==> config.mk <==
export PLATFORM = sky130hd
export DESIGN_NAME = paged_program_allocator_flat
export DESIGN_NICKNAME = d
export VERILOG_FILES = /design/src/hdl/ppa_pkg.sv /design/src/hdl/ppa_req_if.sv /design/src/hdl/ppa_rsp_if.sv /design/src/hdl/ppa_ram.sv /design/src/hdl/ppa_stack.sv /design/src/hdl/paged_program_allocator.sv /design/src/flat_wrapper.sv
export VERILOG_INCLUDE_DIRS = /design/src /design/src/hdl
export SDC_FILE = /design/constraint.sdc
export NUM_CORES = 2
export LEC_CHECK = 0
export BUFFER_PORTS_ARGS = -buffer_cell sky130_fd_sc_hd__buf_4
export CELL_PAD_IN_SITES_DETAIL_PLACEMENT = 2
export CELL_PAD_IN_SITES_GLOBAL_PLACEMENT = 2
export CORE_UTILIZATION = 33
export CTS_BUF_LIST = sky130_fd_sc_hd__clkbuf_4 sky130_fd_sc_hd__clkbuf_8 sky130_fd_sc_hd__clkbuf_16
export DETAILED_ROUTE_END_ITERATION = 6
export PLACE_DENSITY_LB_ADDON = 0.1
export SLEW_MARGIN = 20
export SYNTH_ARGS = -nofsm -noshare
export SYNTH_HDL_FRONTEND = slang
export SYNTH_SLANG_ARGS = --single-unit
==> constraint.sdc <==
create_clock -name clk -period 16 [get_ports clk]
set_input_delay 0.8 -clock clk [delete_from_list [all_inputs] [get_ports clk]]
set_output_delay 0.8 -clock clk [all_outputs]
set_load 0.01 [all_outputs]
==> src/hdl/paged_program_allocator_macros.svh <==
// Assertion macros for the paged program allocator.
// Depends on signals named clk and rst in the including module.
`ifndef PAGED_PROGRAM_ALLOCATOR_MACROS_SVH
`define PAGED_PROGRAM_ALLOCATOR_MACROS_SVH
// Same-cycle implication, disabled during reset.
`define PPA_ASSERT_NOW(label, ante, cons, msg) \
  label: assert property (@(posedge clk) disable iff (rst) (ante) |-> (cons)) \
    else $error(msg);
// Next-cycle implication, disabled during reset.
`define PPA_ASSERT_NEXT(label, ante, cons, msg) \
  label: assert property (@(posedge clk) disable iff (rst) (ante) |=> (cons)) \
    else $error(msg);
`endif

==> src/hdl/ppa_pkg.sv <==
// Shared types and constants for the paged program allocator.
// No dependencies.
`timescale 1ns / 1ps
package ppa_pkg;
  localparam int PAGE_W    = 6;
  localparam int ID_W      = 16;
  localparam int SIZE_W    = 16;
  localparam int STATUS_W  = 3;
  localparam int TBL_DEPTH = 32;
  localparam int TBL_W     = 5;
  localparam int KB_W      = 13;
  localparam int NUM_PAGES_DEF = 32;
  localparam int PAGE_KB_DEF   = 100;

  localparam logic [STATUS_W-1:0] ST_LOADED    = 3'd0;
  localparam logic [STATUS_W-1:0] ST_NO_ROOM   = 3'd1;
  localparam logic [STATUS_W-1:0] ST_UNLOADED  = 3'd2;
  localparam logic [STATUS_W-1:0] ST_NOT_FOUND = 3'd3;
  localparam logic [STATUS_W-1:0] ST_ZERO_SIZE = 3'd4;

  localparam logic MODE_LOAD   = 1'b0;
  localparam logic MODE_UNLOAD = 1'b1;

  typedef enum logic [3:0] {
    S_IDLE, S_LD_CHK, S_POP_RD, S_POP_WR, S_LD_TERM,
    S_SCAN, S_UL_DEC, S_UL_FIRST, S_LINK_RD, S_LINK_WR, S_RESP
  } state_t;

  typedef struct packed {
    logic              rd;
    logic              pop;
    logic              push;
    logic [PAGE_W-1:0] page;
  } stack_cmd_t;
endpackage

==> src/hdl/ppa_req_if.sv <==
// Request channel interface: valid/ready plus load/unload payload.
// Depends on ppa_pkg.
`timescale 1ns / 1ps
interface ppa_req_if;
  import ppa_pkg::*;
  logic              valid;
  logic              ready;
  logic              mode;
  logic [ID_W-1:0]   program_id;
  logic [SIZE_W-1:0] size_kb;
  modport source (output valid, mode, program_id, size_kb, input ready);
  modport sink   (input valid, mode, program_id, size_kb, output ready);
endinterface

==> src/hdl/ppa_rsp_if.sv <==
// Result channel interface: valid/ready plus status and page payload.
// Depends on ppa_pkg.
`timescale 1ns / 1ps
interface ppa_rsp_if;
  import ppa_pkg::*;
  logic                valid;
  logic                ready;
  logic [STATUS_W-1:0] status;
  logic [PAGE_W-1:0]   page_number;
  logic [PAGE_W-1:0]   free_pages;
  logic                last;
  modport source (output valid, status, page_number, free_pages, last, input ready);
  modport sink   (input valid, status, page_number, free_pages, last, output ready);
endinterface

==> src/hdl/ppa_ram.sv <==
// Generic single-write, single-read RAM with registered read data.
// No dependencies.
`timescale 1ns / 1ps
module ppa_ram #(
  parameter int WIDTH = 8,
  parameter int DEPTH = 32
) (
  input  logic                     clk,
  input  logic                     we,
  input  logic [$clog2(DEPTH)-1:0] waddr,
  input  logic [WIDTH-1:0]         wdata,
  input  logic                     re,
  input  logic [$clog2(DEPTH)-1:0] raddr,
  output logic [WIDTH-1:0]         rdata
);
  logic [WIDTH-1:0] mem [DEPTH];

  always_ff @(posedge clk) begin
    if (we) begin
      mem[waddr] <= wdata;
    end
    if (re) begin
      rdata <= mem[raddr];
    end
  end
endmodule

==> src/hdl/ppa_stack.sv <==
// Free page stack: RAM plus depth and a low-water mark.
// Entries below the mark were never written and read as their reset value.
// Depends on ppa_pkg and ppa_ram.
`timescale 1ns / 1ps
module ppa_stack #(
  parameter int NUM_PAGES = ppa_pkg::NUM_PAGES_DEF
) (
  input  logic                      clk,
  input  logic                      rst,
  input  ppa_pkg::stack_cmd_t       cmd,
  output logic [ppa_pkg::PAGE_W-1:0] depth,
  output logic [ppa_pkg::PAGE_W-1:0] top_page
);
  import ppa_pkg::*;
  localparam int AW = $clog2(NUM_PAGES);
  localparam logic [PAGE_W-1:0] NP = PAGE_W'(NUM_PAGES);

  logic [PAGE_W-1:0] low_mark;
  logic [PAGE_W-1:0] rd_idx;
  logic [PAGE_W-1:0] idx_q;
  logic              init_q;
  logic [PAGE_W-1:0] rdata;
  logic [PAGE_W-1:0] raw;

  assign rd_idx = depth - PAGE_W'(1);

  always_ff @(posedge clk) begin
    if (rst) begin
      depth    <= NP;
      low_mark <= NP;
    end else begin
      if (cmd.pop) begin
        depth <= rd_idx;
        if (rd_idx < low_mark) begin
          low_mark <= rd_idx;
        end
      end else if (cmd.push) begin
        depth <= depth + PAGE_W'(1);
      end
    end
  end

  always_ff @(posedge clk) begin
    if (cmd.rd) begin
      init_q <= (rd_idx < low_mark);
      idx_q  <= rd_idx;
    end
  end

  ppa_ram #(.WIDTH(PAGE_W), .DEPTH(NUM_PAGES)) u_ram (
    .clk   (clk),
    .we    (cmd.push),
    .waddr (depth[AW-1:0]),
    .wdata (cmd.page),
    .re    (cmd.rd),
    .raddr (rd_idx[AW-1:0]),
    .rdata (rdata)
  );

  assign raw      = init_q ? (NP - idx_q) : rdata;
  assign top_page = (raw > NP) ? '0 : raw;
endmodule

==> src/hdl/paged_program_allocator.sv <==
// Paged program allocator: one load or unload request is handled at a time;
// the next item is taken on return to idle.
// Unload time is set by the 32-entry owner scan through one RAM read port;
// each page move is a RAM read, then a write/emit.
// One result register decouples the output; it holds while rsp.ready is low.
`timescale 1ns / 1ps
`include "paged_program_allocator_macros.svh"
module paged_program_allocator #(
  parameter int NUM_PAGES = ppa_pkg::NUM_PAGES_DEF,
  parameter int PAGE_KB   = ppa_pkg::PAGE_KB_DEF
) (
  input  logic  clk,
  input  logic  rst,
  ppa_req_if.sink   req,
  ppa_rsp_if.source rsp
);
  // Synchronous reset: free stack reads as pages 1..N at once (no clearing pass).
  import ppa_pkg::*;
  localparam int LAW    = $clog2(NUM_PAGES + 1);
  localparam int PROD_W = PAGE_W + KB_W;
  localparam logic [PAGE_W-1:0] NP  = PAGE_W'(NUM_PAGES);
  localparam logic [KB_W-1:0]   KB  = KB_W'(PAGE_KB);
  localparam logic [SIZE_W-1:0] KBS = SIZE_W'(PAGE_KB);
  localparam logic [TBL_W:0]    TBL_END = (TBL_W+1)'(TBL_DEPTH);

  state_t state, state_next;

  // request context
  logic [ID_W-1:0]     id_q;
  logic [SIZE_W-1:0]   rem_q;      // KB still to cover on a load
  logic [TBL_W-1:0]    slot_q;
  logic [PAGE_W-1:0]   prev_q;
  logic                first_q;
  logic [STATUS_W-1:0] resp_q;

  // owner scan
  logic [TBL_W:0]      scan_i;
  logic                cmp_v;
  logic [TBL_W-1:0]    cmp_idx;
  logic                found;
  logic [TBL_W-1:0]    best_idx;
  logic [TBL_W-1:0]    best_age;

  // unload walk
  logic [PAGE_W-1:0]   page_q;
  logic [PAGE_W-1:0]   n_q;

  // program table control bits and recency ranks
  logic                vld [TBL_DEPTH];
  logic [TBL_W-1:0]    age [TBL_DEPTH];

  logic [TBL_W-1:0]    free_slot;
  logic                slot_ok;
  logic [PROD_W-1:0]   cap_kb;
  logic                fits;

  // stack
  stack_cmd_t          scmd;
  logic [PAGE_W-1:0]   fd;
  logic [PAGE_W-1:0]   stk_top;

  // RAM ports
  logic                own_we, own_re;
  logic [ID_W-1:0]     own_rdata;
  logic                fp_we, fp_re;
  logic [PAGE_W-1:0]   fp_rdata;
  logic                lk_we, lk_re;
  logic [LAW-1:0]      lk_waddr;
  logic [PAGE_W-1:0]   lk_wdata;
  logic [PAGE_W-1:0]   lk_rdata;

  // output stage
  logic                out_free, out_load;
  logic [STATUS_W-1:0] o_status;
  logic [PAGE_W-1:0]   o_page, o_free;
  logic                o_last;
  logic                rsp_valid_q;
  logic [STATUS_W-1:0] rsp_status_q;
  logic [PAGE_W-1:0]   rsp_page_q, rsp_free_q;
  logic                rsp_last_q;

  logic                pop_last;
  logic                walk_cont;
  logic                first_ok;
  logic [PAGE_W:0]     n_inc, fd_inc;

  assign req.ready = (state == S_IDLE);
  assign out_free  = !rsp_valid_q || rsp.ready;

  // lowest empty table slot
  always_comb begin
    free_slot = '0;
    slot_ok   = 1'b0;
    for (int i = TBL_DEPTH - 1; i >= 0; i--) begin
      if (!vld[i]) begin
        slot_ok   = 1'b1;
        free_slot = TBL_W'(i);
      end
    end
  end

  // need <= free  <=>  size <= free * PAGE_KB
  assign cap_kb = PROD_W'(fd) * PROD_W'(KB);
  assign fits   = (PROD_W'(rem_q) <= cap_kb);

  assign pop_last  = (rem_q <= KBS);
  assign n_inc     = {1'b0, n_q} + (PAGE_W+1)'(1);
  assign fd_inc    = {1'b0, fd} + (PAGE_W+1)'(1);
  assign walk_cont = (lk_rdata != '0) && (lk_rdata <= NP) &&
                     (n_inc < {1'b0, NP}) && (fd_inc < {1'b0, NP});
  assign first_ok  = (fp_rdata != '0) && (fp_rdata <= NP) && (fd < NP);

  // next state
  always_comb begin
    state_next = state;
    case (state)
      S_IDLE: begin
        if (req.valid) begin
          if (req.mode == MODE_UNLOAD) state_next = S_SCAN;
          else if (req.size_kb == '0) state_next = S_RESP;
          else state_next = S_LD_CHK;
        end
      end
      S_LD_CHK:   state_next = (slot_ok && fits) ? S_POP_RD : S_RESP;
      S_POP_RD:   state_next = S_POP_WR;
      S_POP_WR: begin
        if (out_free) state_next = pop_last ? S_LD_TERM : S_POP_RD;
      end
      S_LD_TERM:  state_next = S_IDLE;
      S_SCAN:     state_next = (scan_i == TBL_END) ? S_UL_DEC : S_SCAN;
      S_UL_DEC:   state_next = found ? S_UL_FIRST : S_RESP;
      S_UL_FIRST: state_next = first_ok ? S_LINK_RD : S_RESP;
      S_LINK_RD:  state_next = S_LINK_WR;
      S_LINK_WR: begin
        if (out_free) state_next = walk_cont ? S_LINK_RD : S_IDLE;
      end
      S_RESP: begin
        if (out_free) state_next = S_IDLE;
      end
      default:    state_next = S_IDLE;
    endcase
  end

  // control strobes and result fields
  always_comb begin
    scmd     = '0;
    own_we   = 1'b0;
    own_re   = 1'b0;
    fp_we    = 1'b0;
    fp_re    = 1'b0;
    lk_we    = 1'b0;
    lk_re    = 1'b0;
    lk_waddr = prev_q[LAW-1:0];
    lk_wdata = stk_top;
    out_load = 1'b0;
    o_status = resp_q;
    o_page   = '0;
    o_free   = fd;
    o_last   = 1'b1;
    case (state)
      S_LD_CHK: begin
        own_we = slot_ok && fits;
      end
      S_POP_RD: begin
        scmd.rd = 1'b1;
      end
      S_POP_WR: begin
        if (out_free) begin
          scmd.pop = 1'b1;
          fp_we    = first_q;
          lk_we    = !first_q;
          out_load = 1'b1;
          o_status = ST_LOADED;
          o_page   = stk_top;
          o_free   = fd - PAGE_W'(1);
          o_last   = pop_last;
        end
      end
      S_LD_TERM: begin
        // terminate the chain at the last page taken
        lk_we    = 1'b1;
        lk_wdata = '0;
      end
      S_SCAN: begin
        own_re = (scan_i < TBL_END);
      end
      S_UL_DEC: begin
        fp_re = found;
      end
      S_LINK_RD: begin
        lk_re = 1'b1;
      end
      S_LINK_WR: begin
        if (out_free) begin
          scmd.push = 1'b1;
          scmd.page = page_q;
          out_load  = 1'b1;
          o_status  = ST_UNLOADED;
          o_page    = page_q;
          o_free    = fd + PAGE_W'(1);
          o_last    = !walk_cont;
        end
      end
      S_RESP: begin
        out_load = out_free;
      end
      default: ;
    endcase
  end

  always_ff @(posedge clk) begin
    if (rst) begin
      state <= S_IDLE;
    end else begin
      state <= state_next;
    end
  end

  // table valid bits and ranks
  always_ff @(posedge clk) begin
    if (rst) begin
      for (int i = 0; i < TBL_DEPTH; i++) vld[i] <= 1'b0;
    end else if (state == S_LD_CHK && slot_ok && fits) begin
      vld[free_slot] <= 1'b1;
    end else if (state == S_UL_DEC && found) begin
      vld[best_idx] <= 1'b0;
    end
  end

  always_ff @(posedge clk) begin
    if (state == S_LD_CHK && slot_ok && fits) begin
      for (int i = 0; i < TBL_DEPTH; i++) begin
        if (TBL_W'(i) == free_slot) age[i] <= '0;
        else if (vld[i]) age[i] <= age[i] + TBL_W'(1);
      end
    end else if (state == S_UL_DEC && found) begin
      for (int i = 0; i < TBL_DEPTH; i++) begin
        if (vld[i] && age[i] > best_age) age[i] <= age[i] - TBL_W'(1);
      end
    end
  end

  // request datapath
  always_ff @(posedge clk) begin
    case (state)
      S_IDLE: begin
        id_q    <= req.program_id;
        rem_q   <= req.size_kb;
        resp_q  <= ST_ZERO_SIZE;
        scan_i  <= '0;
        cmp_v   <= 1'b0;
        found   <= 1'b0;
      end
      S_LD_CHK: begin
        slot_q  <= free_slot;
        first_q <= 1'b1;
        resp_q  <= ST_NO_ROOM;
      end
      S_POP_WR: begin
        if (out_free) begin
          prev_q  <= stk_top;
          first_q <= 1'b0;
          rem_q   <= rem_q - KBS;
        end
      end
      S_SCAN: begin
        if (scan_i < TBL_END) scan_i <= scan_i + (TBL_W+1)'(1);
        cmp_v   <= (scan_i < TBL_END);
        cmp_idx <= scan_i[TBL_W-1:0];
        if (cmp_v && vld[cmp_idx] && own_rdata == id_q &&
            (!found || age[cmp_idx] < best_age)) begin
          found    <= 1'b1;
          best_idx <= cmp_idx;
          best_age <= age[cmp_idx];
        end
        resp_q <= ST_NOT_FOUND;
      end
      S_UL_DEC: begin
        n_q <= '0;
      end
      S_UL_FIRST: begin
        page_q <= fp_rdata;
        resp_q <= ST_UNLOADED;
      end
      S_LINK_WR: begin
        if (out_free) begin
          page_q <= lk_rdata;
          n_q    <= n_inc[PAGE_W-1:0];
        end
      end
      default: ;
    endcase
  end

  // result register
  always_ff @(posedge clk) begin
    if (rst) begin
      rsp_valid_q <= 1'b0;
    end else if (out_load) begin
      rsp_valid_q <= 1'b1;
    end else if (rsp.ready) begin
      rsp_valid_q <= 1'b0;
    end
  end

  always_ff @(posedge clk) begin
    if (out_load) begin
      rsp_status_q <= o_status;
      rsp_page_q   <= o_page;
      rsp_free_q   <= o_free;
      rsp_last_q   <= o_last;
    end
  end

  assign rsp.valid       = rsp_valid_q;
  assign rsp.status      = rsp_status_q;
  assign rsp.page_number = rsp_page_q;
  assign rsp.free_pages  = rsp_free_q;
  assign rsp.last        = rsp_last_q;

  ppa_stack #(.NUM_PAGES(NUM_PAGES)) u_stack (
    .clk      (clk),
    .rst      (rst),
    .cmd      (scmd),
    .depth    (fd),
    .top_page (stk_top)
  );

  // owner id per table entry
  ppa_ram #(.WIDTH(ID_W), .DEPTH(TBL_DEPTH)) u_owner (
    .clk   (clk),
    .we    (own_we),
    .waddr (free_slot),
    .wdata (id_q),
    .re    (own_re),
    .raddr (scan_i[TBL_W-1:0]),
    .rdata (own_rdata)
  );

  // first page of each program's chain
  ppa_ram #(.WIDTH(PAGE_W), .DEPTH(TBL_DEPTH)) u_first (
    .clk   (clk),
    .we    (fp_we),
    .waddr (slot_q),
    .wdata (stk_top),
    .re    (fp_re),
    .raddr (best_idx),
    .rdata (fp_rdata)
  );

  // next-page links, indexed by page number
  ppa_ram #(.WIDTH(PAGE_W), .DEPTH(NUM_PAGES + 1)) u_link (
    .clk   (clk),
    .we    (lk_we),
    .waddr (lk_waddr),
    .wdata (lk_wdata),
    .re    (lk_re),
    .raddr (page_q[LAW-1:0]),
    .rdata (lk_rdata)
  );

  `PPA_ASSERT_NOW(a_depth_range, 1'b1, fd <= NP, "free depth above page count")
  `PPA_ASSERT_NOW(a_no_overwrite, out_load, out_free, "result register overwritten")
  `PPA_ASSERT_NOW(a_pop_nonzero, state == S_POP_WR && out_free, stk_top != '0,
                  "popped page is zero")
  `PPA_ASSERT_NEXT(a_chk_exit, state == S_LD_CHK, state == S_POP_RD || state == S_RESP,
                   "load check went astray")
endmodule
==> src/flat_wrapper.sv <==
// flat-port wrapper written by rule: the top's interface ports become plain ports
module paged_program_allocator_flat import ppa_pkg::*;
#(
  parameter int NUM_PAGES = ppa_pkg::NUM_PAGES_DEF,
  parameter int PAGE_KB   = ppa_pkg::PAGE_KB_DEF
)
  (clk, rst, req_valid, req_mode, req_program_id, req_size_kb, req_ready, rsp_valid, rsp_status, rsp_page_number, rsp_free_pages, rsp_last, rsp_ready);
  ppa_req_if req_i ();
  ppa_rsp_if rsp_i ();
  input  logic clk;
  input  logic rst;
  input wire logic [$bits(req_i.valid)-1:0] req_valid;
  input wire logic [$bits(req_i.mode)-1:0] req_mode;
  input wire logic [$bits(req_i.program_id)-1:0] req_program_id;
  input wire logic [$bits(req_i.size_kb)-1:0] req_size_kb;
  output wire logic [$bits(req_i.ready)-1:0] req_ready;
  output wire logic [$bits(rsp_i.valid)-1:0] rsp_valid;
  output wire logic [$bits(rsp_i.status)-1:0] rsp_status;
  output wire logic [$bits(rsp_i.page_number)-1:0] rsp_page_number;
  output wire logic [$bits(rsp_i.free_pages)-1:0] rsp_free_pages;
  output wire logic [$bits(rsp_i.last)-1:0] rsp_last;
  input wire logic [$bits(rsp_i.ready)-1:0] rsp_ready;
  assign req_i.valid = req_valid;
  assign req_i.mode = req_mode;
  assign req_i.program_id = req_program_id;
  assign req_i.size_kb = req_size_kb;
  assign req_ready = req_i.ready;
  assign rsp_valid = rsp_i.valid;
  assign rsp_status = rsp_i.status;
  assign rsp_page_number = rsp_i.page_number;
  assign rsp_free_pages = rsp_i.free_pages;
  assign rsp_last = rsp_i.last;
  assign rsp_i.ready = rsp_ready;
  paged_program_allocator #(.NUM_PAGES(NUM_PAGES), .PAGE_KB(PAGE_KB)) u_core (.clk(clk), .rst(rst), .req(req_i), .rsp(rsp_i));
endmodule
# After elaboration in Yosys (flattened, before gate mapping)
# Memory sizes are Yosys's and may differ from the RTL's. A register that Yosys moved wholly into a read port is not among the register bits.
# Index checks and enable logic that the tools add are counted.
dict set report word_totals {
  reg_bits 122
  latch_bits 0
  ram_bits 1286
  mem_bits_ro 0
  input_bits 37
  out_inout_bits 18
  elab_cells 899
  mem_count 6
}
# memory words word_bits read_ports rd_clocked_by_memory_dff write_ports line
set mem_list {}
lappend mem_list {u_core.u_owner.mem 32 16 1 1 1 ppa_ram.sv:16} ;# logic [WIDTH-1:0] mem [DEPTH];
lappend mem_list {u_core.u_link.mem 33 6 1 1 1 ppa_ram.sv:16}
lappend mem_list {u_core.u_first.mem 32 6 1 1 1 ppa_ram.sv:16}
lappend mem_list {u_core.u_stack.u_ram.mem 32 6 1 1 1 ppa_ram.sv:16}
lappend mem_list {u_core.age 32 5 33 1 32 paged_program_allocator.sv:50} ;# logic [TBL_W-1:0] age [TBL_DEPTH];
lappend mem_list {u_core.vld 32 1 33 1 32 paged_program_allocator.sv:49} ;# logic vld [TBL_DEPTH];
dict set report classes {
  addsub 71
  multipliers 1
  div_mod_pow 0
  order_cmp 43
  eq_ne 49
  shift 0
  n_mux 565
  bitwise 64
  reduce_logical 76
}
# op count
set op_table {}
lappend op_table {{5-bit 2-to-1 mux} 100}
lappend op_table {{1-bit 2-to-1 mux} 421}
lappend op_table {{5-bit by 1-bit adder with 5-bit output, second input constant} 32}
lappend op_table {{5-bit greater-than comparator} 32}
lappend op_table {{5-bit by 1-bit subtractor with 5-bit output, second input constant} 32}
lappend op_table {{5-bit == test, first input constant} 16}
lappend op_table {{6-bit 2-to-1 mux} 12}
lappend op_table {{1-bit OR} 64}
lappend op_table {{6-bit case mux with 2 select lines} 5}
lappend op_table {{1-bit logical AND} 44}
lappend op_table {{4-bit by 5-bit == test with 1-bit output, first input constant} 8}
lappend op_table {{4-bit case mux with 10 select lines} 1}
lappend op_table {{4-bit 2-to-1 mux} 9}
lappend op_table {{16-bit case mux with 2 select lines} 1}
lappend op_table {{3-bit by 5-bit == test with 1-bit output, first input constant} 4}
lappend op_table {{2-bit AND reduction} 9}
lappend op_table {{16-bit == test} 1}
lappend op_table {{4-bit by 3-bit == test with 1-bit output, second input constant} 4}
lappend op_table {{16-bit by 13-bit <= comparator with 1-bit output} 1}
lappend op_table {{16-bit by 7-bit <= comparator with 1-bit output, second input constant} 1}
lappend op_table {{16-bit zero test} 1}
lappend op_table {{16-bit 2-to-1 mux} 1}
lappend op_table {{16-bit by 7-bit subtractor with 16-bit output, second input constant} 1}
lappend op_table {{6-bit by 1-bit adder with 7-bit output, second input constant} 2}
lappend op_table {{34 further kinds} 67}

# Longest topological paths before layout
# An unclocked memory read counts as a cell.
dict set report depth {
  word_depth 41
  mapped_depth 24
  depth_no_buf 20
}

# Hierarchy
# Synthesis repeated with hierarchy kept, for this count alone.
dict set report unflattened {
  hier_cells 4761
  area_unflattened_um2 69166.3
}
# module instances cells_per_inst area_per_inst_um2 seq_area_each_um2
set modules_own_cells {}
lappend modules_own_cells {paged_program_allocator 1 2381 23747.8 8908.5}
lappend modules_own_cells {{ppa_ram at u_core.u_owner} 1 1143 20696.1 15855.2}
lappend modules_own_cells {{ppa_ram at u_core.u_first ...} 2 323 7649.8 5945.7}
lappend modules_own_cells {{ppa_ram at u_core.u_link} 1 458 8220.4 6125.9}
lappend modules_own_cells {ppa_stack 1 133 1202.4 450.4}

# Worst setup path before layout
# Ideal clock, no wire load.
dict set report synth_timing {
  kind {reg-to-reg}
  from {reg u_core.u_stack.depth[0] (netlist name)}
  to {mem u_core.u_owner.mem[17][0] (netlist name), enable pin}
  setup_time_ns 0.388
  t_arrival_ns 5.833
  required_ns 15.612
  path_slack_ns 9.779
  path_stages_with_launch 23
  n_path_buf 3
  period_less_slack_ns 6.221
  path_cell_list {dfxtp_1 clkbuf_1 clkbuf_1 inv_1 ha_1 ha_1 ha_1 inv_1 fa_1 inv_1 a21oi_1 o21bai_1 a21o_1 a21oi_1 xnor2_1 ha_1 inv_1 or4_1 a211o_2 nor3_2 nand3_1 clkbuf_1 nor2_1}
}
dict set report synth_between {
  elab_chain_cells 6
}
# element line
set synth_lines {}
lappend synth_lines {{start: declaration} ppa_stack.sv:11} ;# output logic [ppa_pkg::PAGE_W-1:0] depth,
lappend synth_lines {{start signal: assignment} ppa_stack.sv:33} ;# depth <= rd_idx;
lappend synth_lines {{start signal: assignment} ppa_stack.sv:38} ;# depth <= depth + PAGE_W'(1);
lappend synth_lines {{6-bit by 5-bit multiplier with 11-bit output} paged_program_allocator.sv:103} ;# assign cap_kb = PROD_W'(fd) * PROD_W'(KB);
lappend synth_lines {{16-bit by 13-bit <= comparator with 1-bit output} paged_program_allocator.sv:104} ;# assign fits = (PROD_W'(rem_q) <= cap_kb);
lappend synth_lines {{1-bit logical AND} paged_program_allocator.sv:162} ;# own_we = slot_ok && fits;
lappend synth_lines {{1-bit 2-to-1 mux} paged_program_allocator.sv:160} ;# case (state)
lappend synth_lines {{1-bit 2-to-1 mux} ppa_ram.sv:19} ;# if (we) begin
lappend synth_lines {{1-bit 2-to-1 mux (implied by the code)} ppa_ram.sv:20} ;# mem[waddr] <= wdata;
lappend synth_lines {{end: declaration} ppa_ram.sv:16}
# No other way between the ends.

# Final worst setup path
dict set report layout_timing {
  from {reg u_core.u_stack.depth[0] (netlist name)}
  to {mem u_core.u_owner.mem[15][0] (netlist name), enable pin}
}
# Same word-level chain as after synthesis.

==> metrics.log <==
INFO  metric synth_xor_area_share = approximately 1.5%
INFO  metric timing.slew.headroom = 28.8%
INFO  metric ys.flop_type = edfxtp_1
INFO  metric post-synth-top-area-cell = edfxtp_1
INFO  metric fillerInstances = 20345
INFO  metric placement_rows = around 170
INFO  metric maxCapViolations = 0
INFO  metric globalRoute.totalOverflow = 0
INFO  metric post_synth_and_or_nand_nor_area_fraction = around 7.5%
INFO  metric worstPathMaxFanout = between 40 and 50
INFO  metric gp_congestion = 0.809
INFO  metric setup_tns = 0 ns
INFO  metric tritoncts.num_buffers = 166
INFO  metric start_kind = register
INFO  metric synth_top_area_share = 62.3%
INFO  metric worst-r2r-setup-slack = 7.85 ns
INFO  metric route.detailed.drc = 0
INFO  metric groute.usage.overall = roughly a fifth
INFO  metric drt_first_pass_iters = 5
INFO  metric cp_num_buf_inv = 7
INFO  metric grt_start_max_net_pins = approximately 130
INFO  metric worstPathCellList = buf_4 > ha_1 > ha_1 > ha_1 > inv_1 > fa_1 > inv_1 > a21oi_1 > o21bai_1 > a21o_1 > a21oi_1 > xnor2_1 > ha_1 > inv_1 > or4_1 > a211o_2 > nor3_4 > buf_4 > buf_4 > nand3_1 > buf_4 > nor2_2
INFO  metric crit-reg2reg-launch = u_core.u_stack.depth[0]$_SDFFE_PP0P_
INFO  metric slowest_stage = nor2_2
INFO  metric cts_resized = 0
INFO  metric detail_route.wirelength = 224000 um
INFO  metric slowest_delay = 0.83 ns
INFO  metric required = 16.43 ns
INFO  metric final_period_minus_worst_setup_slack = 8.15 ns
INFO  metric antenna_found_initial = 10
INFO  metric nets = 4759
INFO  metric vias_per_cell = 5.47
INFO  metric worst_setup_path_end_kind = register
INFO  metric ys.warnings.count = 0
INFO  metric routedWlPerCell = 30.3 um
INFO  metric post_cts_setup_repair_bufs = 0
INFO  metric rsz0062_at_grt = no
INFO  metric cts-hold-fix-buffers = 0
INFO  metric clock_skew = ~0.048 ns
INFO  metric fmaxAchievable = 0.123 GHz
INFO  metric cts_root_buffer = clkbuf_16
INFO  metric hold_viol = 0
INFO  metric drive_gt1_share = between 20% and 30%
INFO  metric worstSetupPathType = reg -> reg
INFO  metric clk_pin_slew = 0.06 ns
INFO  metric cts.sinks = 1447
INFO  metric die_area = 210000 um2
INFO  metric crit_family = buffers and inverters
INFO  metric cts-root-to-sink-buffers = 3
INFO  metric power.density = between 100 and 150 nW/um2
INFO  metric detailroute.via_count = 40265
INFO  metric netlist_area = 68700 um2
INFO  metric synth_to_layout_area_growth = 13.6%
INFO  metric synthAdderAreaFrac = 5.20%
INFO  metric clock_latency_reported_for_the_late_side_of_the_worst_skew_pair = 0.81 ns
INFO  metric synth_enable_flop_cells = 1425
INFO  metric timing.hold.worst.class = in -> reg
INFO  metric clock_tree_from_tritoncts = done
INFO  metric grt_first_pass_wirelength = 323000 um
INFO  metric antenna_left = 0
INFO  metric finish.cell_count_without_fillers = 7367
INFO  metric syn-instance-count = 4356
INFO  metric synth_cell_types = between 70 and 80
INFO  metric top_level_ports = 55
INFO  metric worst-endpoint-arrival = 8.58 ns
INFO  metric place_hpwl = 150000 um
INFO  metric critical_path.startpoint = u_core.u_stack.depth[0]$_SDFFE_PP0P_
INFO  metric cp_num_cells = 22
INFO  metric synthesis.area_per_instance = ~16 um2
INFO  metric start_util = between 30 and 40%
INFO  metric core_region_area = ~210000 um2
INFO  metric status = completed
INFO  metric worst_pin_slew = 1.07 ns
INFO  metric regToRegEndpoint = u_core.u_owner.mem[15][0]$_DFFE_PP_
INFO  metric io_buffer_count = 54
INFO  metric final.period_utilization = 50.9%
INFO  metric power.ir.vdd_worst = 0.144 mV
INFO  metric syn_nets = 4678
INFO  metric leakage = 25.2 nW
INFO  metric synth.ff_latch_count = 1447
INFO  metric grt_pass1_vias = 43372
INFO  metric synth-seq-area-share = 62.9%
INFO  metric postSynth.asyncResetShare = 0%
INFO  metric dominant_combinational_cell_family_by_area_after_synthesis = multiplexers
INFO  metric ys_top_cells_by_area = edfxtp_1 62%, mux4_2 13%, ha_1 5.2%
INFO  metric first_iter_violations = 2944
INFO  metric clock_tree.htree_level_count = 4
INFO  metric die-width = 458 um
INFO  metric reg2reg_depth = 22
INFO  metric synth.mux.area_fraction = 14.0%
INFO  metric synth_compound_area_share = 6.78%
INFO  metric finalMaxSlewViolations = 0
INFO  metric cp-endpoint = u_core.u_owner.mem[15][0]$_DFFE_PP_
INFO  metric fp.dieH = ~460 um
INFO  metric placedCellCount = 7057
INFO  metric setup_viol = 0
how the worst min path moves through the flow:
stage | end | slack, ns | start | cells after the start
floorplan | u_core.cmp_idx[2]$_DFFE_PP_ | 0.42 | u_core.scan_i[2]$_SDFFCE_PN0P_ | 0
global route | u_core.id_q[15]$_DFFE_PP_ | 0.13 | req_program_id[15] | 1
global placement | u_core.best_idx[1]$_DFFE_PP_ | 0.43 | u_core.cmp_idx[1]$_DFFE_PP_ | 0
finish | u_core.id_q[14]$_DFFE_PP_ | 0.18 | req_program_id[14] | 1
detailed placement | u_core.best_idx[0]$_DFFE_PP_ | 0.45 | u_core.cmp_idx[0]$_DFFE_PP_ | 0
CTS | u_core.id_q[14]$_DFFE_PP_ | 0.11 | req_program_id[14] | 1
cells by family after synthesis:
kind of cell    count (synthesis)
compound gates                664
fa+ha+maj                     285
mux                           457
flops                        1447
simple gates                 1023
buf+inv                       364
xor+xnor                      116
sequential cells by signal, summed over array words and instances (netlist names), 16 cells and up, named ones only:
name	cells
u_core.u_owner.rdata	16
u_core.rem_q	16
u_core.u_link.mem	198
u_core.vld	32
u_core.u_stack.u_ram.mem	192
u_core.u_owner.mem	512
u_core.age	160
u_core.u_first.mem	192
u_core.id_q	16
cell type report:
cell class	count	area [um2]	area share (%)
flip-flops and latches	1447	43200	55.4
multi-input cells	2545	24200	31.0
clock buffers	204	4490	5.75
well taps	2788	3490	4.47
repair buffers	149	1140	1.47
clock inverters	104	973	1.25
inverters	128	482	0.617
diodes	2	5.00	0.00641
Yosys cell counts, types with 11 or more instances:
cell      count
a211oi_1     25
a21o_1       29
a21oi_1     103
a221oi_1     38
a22o_1       14
a22oi_1      18
a311oi_1     13
a31oi_1      41
a32oi_1      53
and3_1       19
buf_1        35
buf_2        19
clkbuf_1    177
dfxtp_1      22
edfxtp_1   1425
ha_1        284
inv_1       126
mux2_2       45
mux2i_1      12
mux4_2      400
nand2_1     288
nand2b_1     46
nand3_1     103
nand3b_1     60
nand4_1      24
nor2_1      327
nor2b_1      20
nor3_1       21
nor3b_4      20
nor4_1       32
o211ai_1     34
o21a_1       72
o21ai_0     139
or2_2        11
xnor2_1      85
xor2_1       31
per-stage QoR:
stage          cell area (um2)  utilization [%]  power, W  hold WS, ns  worst slack [ns]
2_1_floorplan            68700                -   0.00597        0.424              9.78
3_3_place_gp             72600             35.0   0.00693        0.432              7.86
3_5_place_dp             72600             35.0   0.00697        0.451              7.73
4_1_cts                  78000             37.7    0.0108        0.106              7.67
5_1_grt                  78000             37.7    0.0111        0.128              7.32
6_report                 78000             37.7    0.0107        0.181              7.85
cells in the final DEF (no fill, tap or decap), drive strengths merged, types with 29 or more instances in the layout:
master     n
edfxtp  1425
mux4     400
nor2     328
nand2    288
ha       284
clkbuf   204
buf      149
o21ai    145
inv      132
nand3    103
a21oi    103
xnor2     85
clkinv    78
o21a      72
nand3b    60
a32oi     53
a221oi    48
nand2b    46
mux2      45
a31oi     41
o211ai    40
nor4      33
xor2      31
a21o      29
routing by layer:
metal / vias to the layer above / share of wire, % / GRT usage, %
met1: 21769 / 46 / 29.4
met3: 237 / 3.4 / 2.56
met4: 0 / 2.4 / 5.57
met2: 671 / 49 / 35.3
li1: 17588 / - / -
met5: - / 0 / 0
worst reg2reg max path: cells and delay by family (launching register included):
family	cells	cell delay, ns
flip-flops	1	0.47
adder cells (fa/ha/maj)	5	1.78
AO/OA/AOI/OAI	5	1.13
AND/OR/NAND/NOR	4	1.92
XOR/XNOR	1	0.14
buffers and inverters	7	2.30
power by group:
| group | internal (W) | switching, W | total [W] | leakage (nW) |
|---|---|---|---|---|
| sequential | 0.00457 | 0.000125 | 0.00470 | 13.1 |
| clock | 0.00220 | 0.00162 | 0.00382 | 2.69 |
| combinational | 0.000731 | 0.00140 | 0.00213 | 9.39 |
| total | 0.00750 | 0.00315 | 0.0107 | 25.2 |
Power figures use the tool's default switching activity.
